$ cat config.mk
export PLATFORM = sky130hd
export DESIGN_NAME = spg_build_unit
export DESIGN_NICKNAME = d
export VERILOG_FILES = /design/src/design/spg_pkg.sv /design/src/design/spg_build_unit.sv
export SDC_FILE = /design/constraint.sdc
export NUM_CORES = 2
export LEC_CHECK = 0
export ABC_AREA = 1
export BUFFER_PORTS_ARGS = -buffer_cell sky130_fd_sc_hd__buf_2
export CAP_MARGIN = 20
export CORE_MARGIN = 10
export CORE_UTILIZATION = 30
export CTS_CLUSTER_SIZE = 40
export DETAILED_ROUTE_END_ITERATION = 10
export PLACE_DENSITY = 0.52
export SYNTH_ARGS = -nofsm -noshare
export SYNTH_HDL_FRONTEND = slang
export SYNTH_SLANG_ARGS = --single-unit
$ cat constraint.sdc
create_clock -name i_clk -period 9.2 [get_ports i_clk]
set_clock_uncertainty 0.15 [all_clocks]
set_input_delay 0.46 -clock i_clk [delete_from_list [all_inputs] [get_ports i_clk]]
set_output_delay 0.46 -clock i_clk [all_outputs]
set_load 0.01 [all_outputs]
$ cat src/design/spg_pkg.sv
package spg_pkg;

    localparam int WORD_W            = 32;
    localparam int DIRS_PER_DIM      = 32;
    localparam int POS_W             = 5;
    localparam int DEFAULT_DIM_COUNT = 64;

    // Input tdata layout, lowest bit first.
    localparam int DIM_LSB    = 0;
    localparam int DIM_W      = 6;
    localparam int POSN_LSB   = 6;
    localparam int POSN_W     = 6;
    localparam int MVAL_LSB   = 12;
    localparam int DEG_LSB    = 44;
    localparam int DEG_W      = 6;
    localparam int POLY_LSB   = 50;
    localparam int POLY_W     = 31;
    localparam int INDEX_LSB  = 81;
    localparam int IN_TDATA_W = 120;

    typedef enum logic [1:0] {
        OP_LOAD  = 2'd0,
        OP_BUILD = 2'd1,
        OP_EVAL  = 2'd2
    } t_op;

    typedef enum logic [1:0] {
        MODE_ZERO   = 2'd0,
        MODE_UNIT   = 2'd1,
        MODE_DIRECT = 2'd2,
        MODE_RECUR  = 2'd3
    } t_build_mode;

    typedef struct packed {
        logic                init;
        logic                step;
        t_build_mode         mode;
        logic [DEG_W-1:0]    degree;
        logic [POLY_W-1:0]   poly;
        logic [POS_W-1:0]    pos;
    } t_build_ctrl;

endpackage

$ cat src/design/spg_build_unit.sv
module spg_build_unit (
    input  logic                        i_clk,
    input  logic                        i_rst_n,
    input  spg_pkg::t_build_ctrl        i_ctrl,
    input  logic [spg_pkg::WORD_W-1:0]  i_m,
    output logic [spg_pkg::WORD_W-1:0]  o_dir
);
    import spg_pkg::*;

    t_build_mode        r_mode;
    logic [POS_W-1:0]   r_degree;
    logic [30:0]        r_mask;
    logic [WORD_W-1:0]  r_hist [DIRS_PER_DIM];

    logic [30:0]        n_mask;
    logic [31:0]        w_poly;
    logic [WORD_W-1:0]  w_shl_src;
    logic [WORD_W-1:0]  w_shl;
    logic [WORD_W-1:0]  w_tap;
    logic [WORD_W-1:0]  w_fb;

    // Coefficient a_k gates history word V(i-k), which sits at r_hist[k-1].
    assign w_poly = {1'b0, i_ctrl.poly};

    always_comb begin
        logic [DEG_W-1:0] idx;
        n_mask = '0;
        for (int k = 1; k < 32; k++) begin
            idx = i_ctrl.degree - DEG_W'(k) - DEG_W'(1);
            n_mask[k-1] = (DEG_W'(k) < i_ctrl.degree) && w_poly[idx[POS_W-1:0]];
        end
    end

    assign w_shl_src = (r_mode == MODE_UNIT) ? WORD_W'(1) : i_m;
    assign w_shl     = w_shl_src << (POS_W'(31) - i_ctrl.pos);
    assign w_tap     = r_hist[r_degree - POS_W'(1)];

    always_comb begin
        w_fb = w_tap ^ (w_tap >> r_degree);
        for (int k = 0; k < 31; k++) begin
            if (r_mask[k]) begin
                w_fb = w_fb ^ r_hist[k];
            end
        end
    end

    always_comb begin
        case (r_mode)
            MODE_ZERO:   o_dir = '0;
            MODE_RECUR:  o_dir = (i_ctrl.pos < r_degree) ? w_shl : w_fb;
            default:     o_dir = w_shl;
        endcase
    end

    always_ff @(posedge i_clk) begin
        if (!i_rst_n) begin
            r_mode <= MODE_ZERO;
        end else if (i_ctrl.init) begin
            r_mode <= i_ctrl.mode;
        end
    end

    always_ff @(posedge i_clk) begin
        if (i_ctrl.init) begin
            r_degree <= i_ctrl.degree[POS_W-1:0];
            r_mask   <= n_mask;
        end
        if (i_ctrl.step) begin
            r_hist[0] <= o_dir;
            for (int k = 1; k < DIRS_PER_DIM; k++) begin
                r_hist[k] <= r_hist[k-1];
            end
        end
    end

endmodule

======== After elaboration in Yosys (flattened, before gate mapping) ========
Memory sizes are Yosys's and may differ from the RTL's.
Index checks and enable logic that the tools add are counted.
cells by class
  add/subtract/negate cells ............... 64
  order comparisons ....................... 63
  eq/ne operators ......................... 2
  shift-type cells ........................ 2
  mux-type cells .......................... 98
  bitwise logic cells ..................... 32
  reduce and logical (&&, ||, !) cells .... 32
operator list
  operator                                                                       count
  32-bit 2-to-1 mux                                                              33
  32-bit XOR                                                                     32
  5-bit by 6-bit less-than comparator with 1-bit output (second input constant)  31
  5-bit by 1-bit subtractor with 5-bit output (second input constant)            33
  1-bit binary-select mux with 5-bit select                                      31
  5-bit by 6-bit less-than comparator with 1-bit output (first input constant)   16
  5-bit subtractor (second input constant)                                       16
  32-bit case mux with 2 select lines                                            1
  4-bit by 6-bit less-than comparator with 1-bit output (first input constant)   8
  5-bit by 4-bit subtractor with 5-bit output (second input constant)            8
  1-bit 2-to-1 mux                                                               33
  32-bit by 5-bit << shifter with 32-bit output                                  1
  32-bit by 5-bit right shift with 32-bit output                                 1
  1-bit logical AND                                                              31
  3-bit by 6-bit less-than comparator with 1-bit output (first input constant)   4
  5-bit by 3-bit subtractor with 5-bit output (second input constant)            4
  2-bit by 6-bit less-than comparator with 1-bit output (first input constant)   2
  5-bit by 2-bit subtractor with 5-bit output (second input constant)            2
  1-bit by 6-bit less-than comparator with 1-bit output (first input constant)   1
  5-bit less-than comparator                                                     1
  5-bit subtractor (first input constant)                                        1
  2-bit by 1-bit equality test with 1-bit output (second input constant)         1
  2-bit equality test (second input constant)                                    1
  2-bit logical NOT                                                              1
storage, ports and cells
  register bits after elaboration ......... 38
  bits in writable memories ............... 1024
  output and inout port bits .............. 32
  logic and storage cells ................. 297
  memories kept ........................... 1
memories
  name    words  width  read ports  clocked after memory_dff  write ports  RTL line              text
  r_hist  32     32     32          0                         32           spg_build_unit.sv:13  logic [WORD_W-1:0] r_hist [DIRS_PER_DIM];

======== Logic depth before layout (Yosys ltp) ========
An unclocked memory read counts as a cell.
  depth after elaboration ................. 68
  mapped depth ............................ 31
  mapped depth without buffers ............ 25

======== Worst setup path before layout ========
Ideal clock, no wire load.
  kind .................................... reg2out
  start ................................... reg r_degree[0]
  end ..................................... out o_dir[14] in the netlist's numbering
  data arrival time ....................... 3610 ps
  slack ................................... 4980 ps
  cell stages (with the launch flop) ...... 28
  path buffers ............................ 7
  cell sequence ........................... edfxtp_1 -> inv_2 -> buf_2 -> buf_4 -> buf_2 -> buf_1 -> ha_1 -> buf_2 -> inv_1 -> buf_2 -> clkbuf_1 -> nand3_1 -> nand2_1 -> nand2_1 -> nand3_1 -> nand3_1 -> nand2_1 -> xor2_1 -> nor2_1 -> nor2_1 -> nand3_1 -> nand2_1 -> nand2_1 -> nand2_1 -> nand2_1 -> nand3_1 -> nand2_1 -> nand2_1
between the ends
  longest elaborated chain between the ends .. 68
  elaborated cells between the ends (all ways) .. 69
ends and longest elaborated chain
  element                                         RTL line              text
  from (decl)                                     spg_build_unit.sv:11  logic [POS_W-1:0] r_degree;
  from (signal assigned)                          spg_build_unit.sv:65  r_degree <= i_ctrl.degree[POS_W-1:0];
  5-bit by 1-bit subtractor with 5-bit output     spg_build_unit.sv:36  assign w_tap = r_hist[r_degree - POS_W'(1)];
  memory 32 x 32 bit                              --
  32-bit by 5-bit right shift with 32-bit output  spg_build_unit.sv:39  w_fb = w_tap ^ (w_tap >> r_degree);
  32-bit XOR                                      spg_build_unit.sv:39
  32-bit XOR                                      spg_build_unit.sv:42  w_fb = w_fb ^ r_hist[k];
  32-bit 2-to-1 mux                               spg_build_unit.sv:41  if (r_mask[k]) begin
  32-bit XOR                                      spg_build_unit.sv:42
  32-bit 2-to-1 mux                               spg_build_unit.sv:41
  [52 not listed]                                 --
  32-bit XOR                                      spg_build_unit.sv:42
  32-bit 2-to-1 mux                               spg_build_unit.sv:41
  32-bit XOR                                      spg_build_unit.sv:42
  32-bit 2-to-1 mux                               spg_build_unit.sv:41
  32-bit XOR                                      spg_build_unit.sv:42
  32-bit 2-to-1 mux                               spg_build_unit.sv:41
  32-bit 2-to-1 mux *                             spg_build_unit.sv:50  MODE_RECUR: o_dir = (i_ctrl.pos < r_degree) ? w_shl : w_fb;
  32-bit case mux with 2 select lines *           spg_build_unit.sv:48  case (r_mode)
  to (decl)                                       spg_build_unit.sv:6   output logic [spg_pkg::WORD_W-1:0] o_dir
Mark *: on every way between the ends. The rest lies on a longest branch, timed or not.

======== Worst setup path in the final report ========
  start ................................... reg r_degree[0]
  end ..................................... out o_dir[4] in the netlist's numbering
The elaborated chain is that of the path after synthesis.

==> flow_metrics.py <==
metrics = {
    "drt": {
        "vias": 53500,
        "dr_wl_met3_um": 18500,
        "remaining_drc_errors": 0,
        "post_drt_via_cell_ratio": 4.98,
        "postRouteAntennaNets": 0,
        "topRoutingLayerUsed": "met5",
        "wl_um": 234000,
        "drtPass1Iterations": 6,
        "route.layer.met1.wl_um": 99900,
        "drt_iter0_drc": 6487,
        "wl_met2_um": 106000,
        "avgRoutedWirePerCell_um": 21.8,
    },
    "setup_path": {
        "crit_path_cell_trace": "buf_4 -> buf_12 -> buf_12 -> o21ai_0 -> nand2_1 -> nand3_1 -> nand3_1 -> nand3_1 -> nand2_1 -> nand2_1 -> nand2_1 -> nand2_1 -> nand2_1 -> nand2_1 -> nand3_1 -> nand3_1 -> and2_1 -> nor2_1 -> nor2_1 -> nand2_1 -> nand2_1 -> o21ai_1 -> buf_2",
        "setup.worst_path.class": "register to output port",
        "worstPathRequired_ps": 8590,
        "critPathArrivalTime_ps": 6440,
        "max_stage_delay_ps": 760,
        "critPathMostFrequentCell": "nand2_1",
        "worstPathMaxFanout": 220,
        "cp_slowest_cell": "buf_4",
        "crit_path_end_kind": "output port",
        "cp-start-kind": "register",
    },
    "finish": {
        "final_nets": 7882,
        "fillers": 22600,
        "synthToLayoutAreaGrowth_pct": 11.2,
        "final_cell_area_um2": 72700,
        "drive_gt1_share_pct": 7.26,
    },
    "floorplan": {
        "die-width_um": 487,
        "die_y_um": 487,
        "std_cell_rows": 171,
        "design.die.area_um2": 237000,
        "io_pins": 112,
        "initial_core_util_pct": 30.1,
        "core_um2": 217000,
    },
    "place": {
        "port_buffers": 111,
        "dp_hpwl_um": 141000,
        "gp_congestion": 0.923,
        "pre_cts_slack_ps": 3080,
        "dpl-instance-area_um2": 68600,
    },
    "timing": {
        "setup-violations-final": 0,
        "min_period_over_period_pct": 76.6,
        "fmax_ghz": 0.142,
        "fin_crit_ps": 7050,
        "worst_slew_pin_slew_ps": 1180,
        "worst_hold_slack_ps": 62.2,
        "setup_slack_ps": 2150,
        "relSlewSlack_pct": 20.7,
        "hold_viol_final": 0,
        "rsz0062_at_grt": "no",
        "setup_tns_ps": 0,
        "drv_slew": 0,
    },
    "clock_network": {
        "clkTransAtPathRegs_ps": 50,
        "cts_setup_buffers": 0,
        "htree_levels": 4,
        "clockBufferDepth": 3,
        "worstSkewPairLatency_ps": 780,
        "numCtsBuffers": 130,
        "cts_tree": "built",
        "root_buffer": "clkbuf_16",
        "clock_sinks": 1062,
    },
    "logic_synthesis": {
        "synthesis.area_um2": 65400,
        "ys_ff_latch": 1062,
        "postSynthAreaPerCell_um2": 8.35,
        "synth-seq-area-share_pct": 48.7,
        "yosysUniqueCellTypes": 51,
        "netlist_instances": 7830,
        "synth_edf_count": 1060,
        "synth_nets": 7928,
        "yosys_warnings": 0,
        "async_flop_share_pct": 0,
        "synthFlopType": "edfxtp_1",
    },
    "global_route": {
        "grt-ovfl-total": 0,
        "track_usage_pct": 19.0,
        "grt_pass1_vias": 50200,
        "grt_pass1_wl_um": 340000,
        "grt_max_degree": 221,
        "antenna_found_initial": 10,
    },
    "power_and_ir_drop": {
        "peakVddDrop_uv": 150,
        "p_leak_nw": 30.7,
        "power.density_nw_per_um2": 235,
    },
    "run": {
        "drv_cap": 0,
    },
    "hold_path": {
        "hp-class": "input pin to register",
    },
    "outcome": {
        "status": "complete, no violations",
    },
}
repair_timing:
item / 4_1_cts / 5_1_grt
resized for setup: 0 / 0
hold buffers: 6 / 0
hold endpoints to repair: 4 / 0
cell usage after synthesis, drive strengths merged, types with 4 or more instances:
cell	number	share of area, %
a21oi	40	0.31
a31oi	9	0.086
buf	279	2.4
clkbuf	128	0.73
clkinv	8	0.046
edfxtp	1060	49
ha	18	0.34
inv	719	4.1
mux2i	27	0.41
nand2	2888	17
nand3	973	7.5
nand3b	34	0.39
nand4	9	0.086
nor2	173	1.0
nor3	4	0.031
o211ai	28	0.32
o21a	12	0.14
o21ai	290	2.2
o221ai	7	0.094
o22ai	5	0.048
or2	167	1.6
xnor2	588	7.9
xnor3	6	0.21
xor2	336	4.5
layer usage:
metal  GRT usage (%)  up-vias
li1                -    25100
met1            25.8    25700
met2            30.5     2265
met3            2.86      407
met4            7.28        4
met5               0        -
path summary, 6_finish.rpt:
kind	from	endpoint	slack, ps	cells past startpoint
setup / recovery	r_degree[0]	o_dir[4]	2150	23
hold / removal	i_ctrl[38]	r_degree[2]	60	1
setup reg to reg	r_degree[0]	r_hist[0][4]	3360	22
hold reg to reg	r_hist[22][25]	r_hist[23][25]	320	0
worst max-delay path: cells and delay by family (launching register included):
family / cells / cell delay [ps]
AO/OA/AOI/OAI: 2 / 450
AND/OR/NAND/NOR: 17 / 2040
flip-flops: 1 / 450
buffers and inverters: 4 / 2300
stage by stage:
stage          total power [mW]  std cells  utilization [%]
6_report                   17.1      10700             33.5
5_1_grt                    17.9      10700             33.5
4_1_cts                    17.1      10700             33.5
3_5_place_dp               12.0      10500             31.6
3_3_place_gp               12.0      10500             31.6
2_1_floorplan              9.93       7830                -
cells by family after synthesis:
logic type | count (synthesis) | synth area share, %
AO/OA/AOI/OAI | 409 | 3.44
buffers and inverters | 1134 | 7.27
XOR/XNOR | 930 | 12.6
multiplexers | 27 | 0.413
adder cells (fa/ha/maj) | 18 | 0.344
AND/OR/NAND/NOR | 4250 | 27.2
flip-flops | 1062 | 48.7
report_power, final:
| group | total, mW | internal [mW] | switching, mW | leakage (nW) |
|---|---|---|---|---|
| combinational | 6.06 | 2.00 | 4.06 | 18.3 |
| sequential | 5.93 | 5.69 | 0.240 | 10.4 |
| clock | 5.08 | 2.93 | 2.14 | 2.00 |
registers in the layout (all words and copies together), names as in the netlist:
| register | cells |
|---|---|
| r_degree | 5 |
| r_hist | 1024 |
| r_mode | 2 |
| r_mask | 31 |
cells in the final DEF (no fill, tap or decap), drive strengths merged, types with 12 or more instances in the layout:
master	n
mux2i	27
nor2	173
nand2	2888
ha	18
or2	167
o211ai	28
clkbuf	169
inv	726
clkinv	54
xor2	336
o21ai	290
nand3b	34
xnor2	588
buf	222
nand3	973
a21oi	40
o21a	12
edfxtp	1060
layout make-up:
cell class / count / area [um^2] / area share [%]
antenna: 5 / 12.5 / 0.0172
clock buffer: 168 / 3490 / 4.80
clock inverter: 64 / 602 / 0.828
inverter: 727 / 2750 / 3.77
multi-input combinational: 5634 / 28800 / 39.6
sequential: 1062 / 31900 / 43.8
tap: 2854 / 3570 / 4.91
timing repair buffer: 229 / 1620 / 2.22
Note: power is estimated with default switching activity, not from simulation.
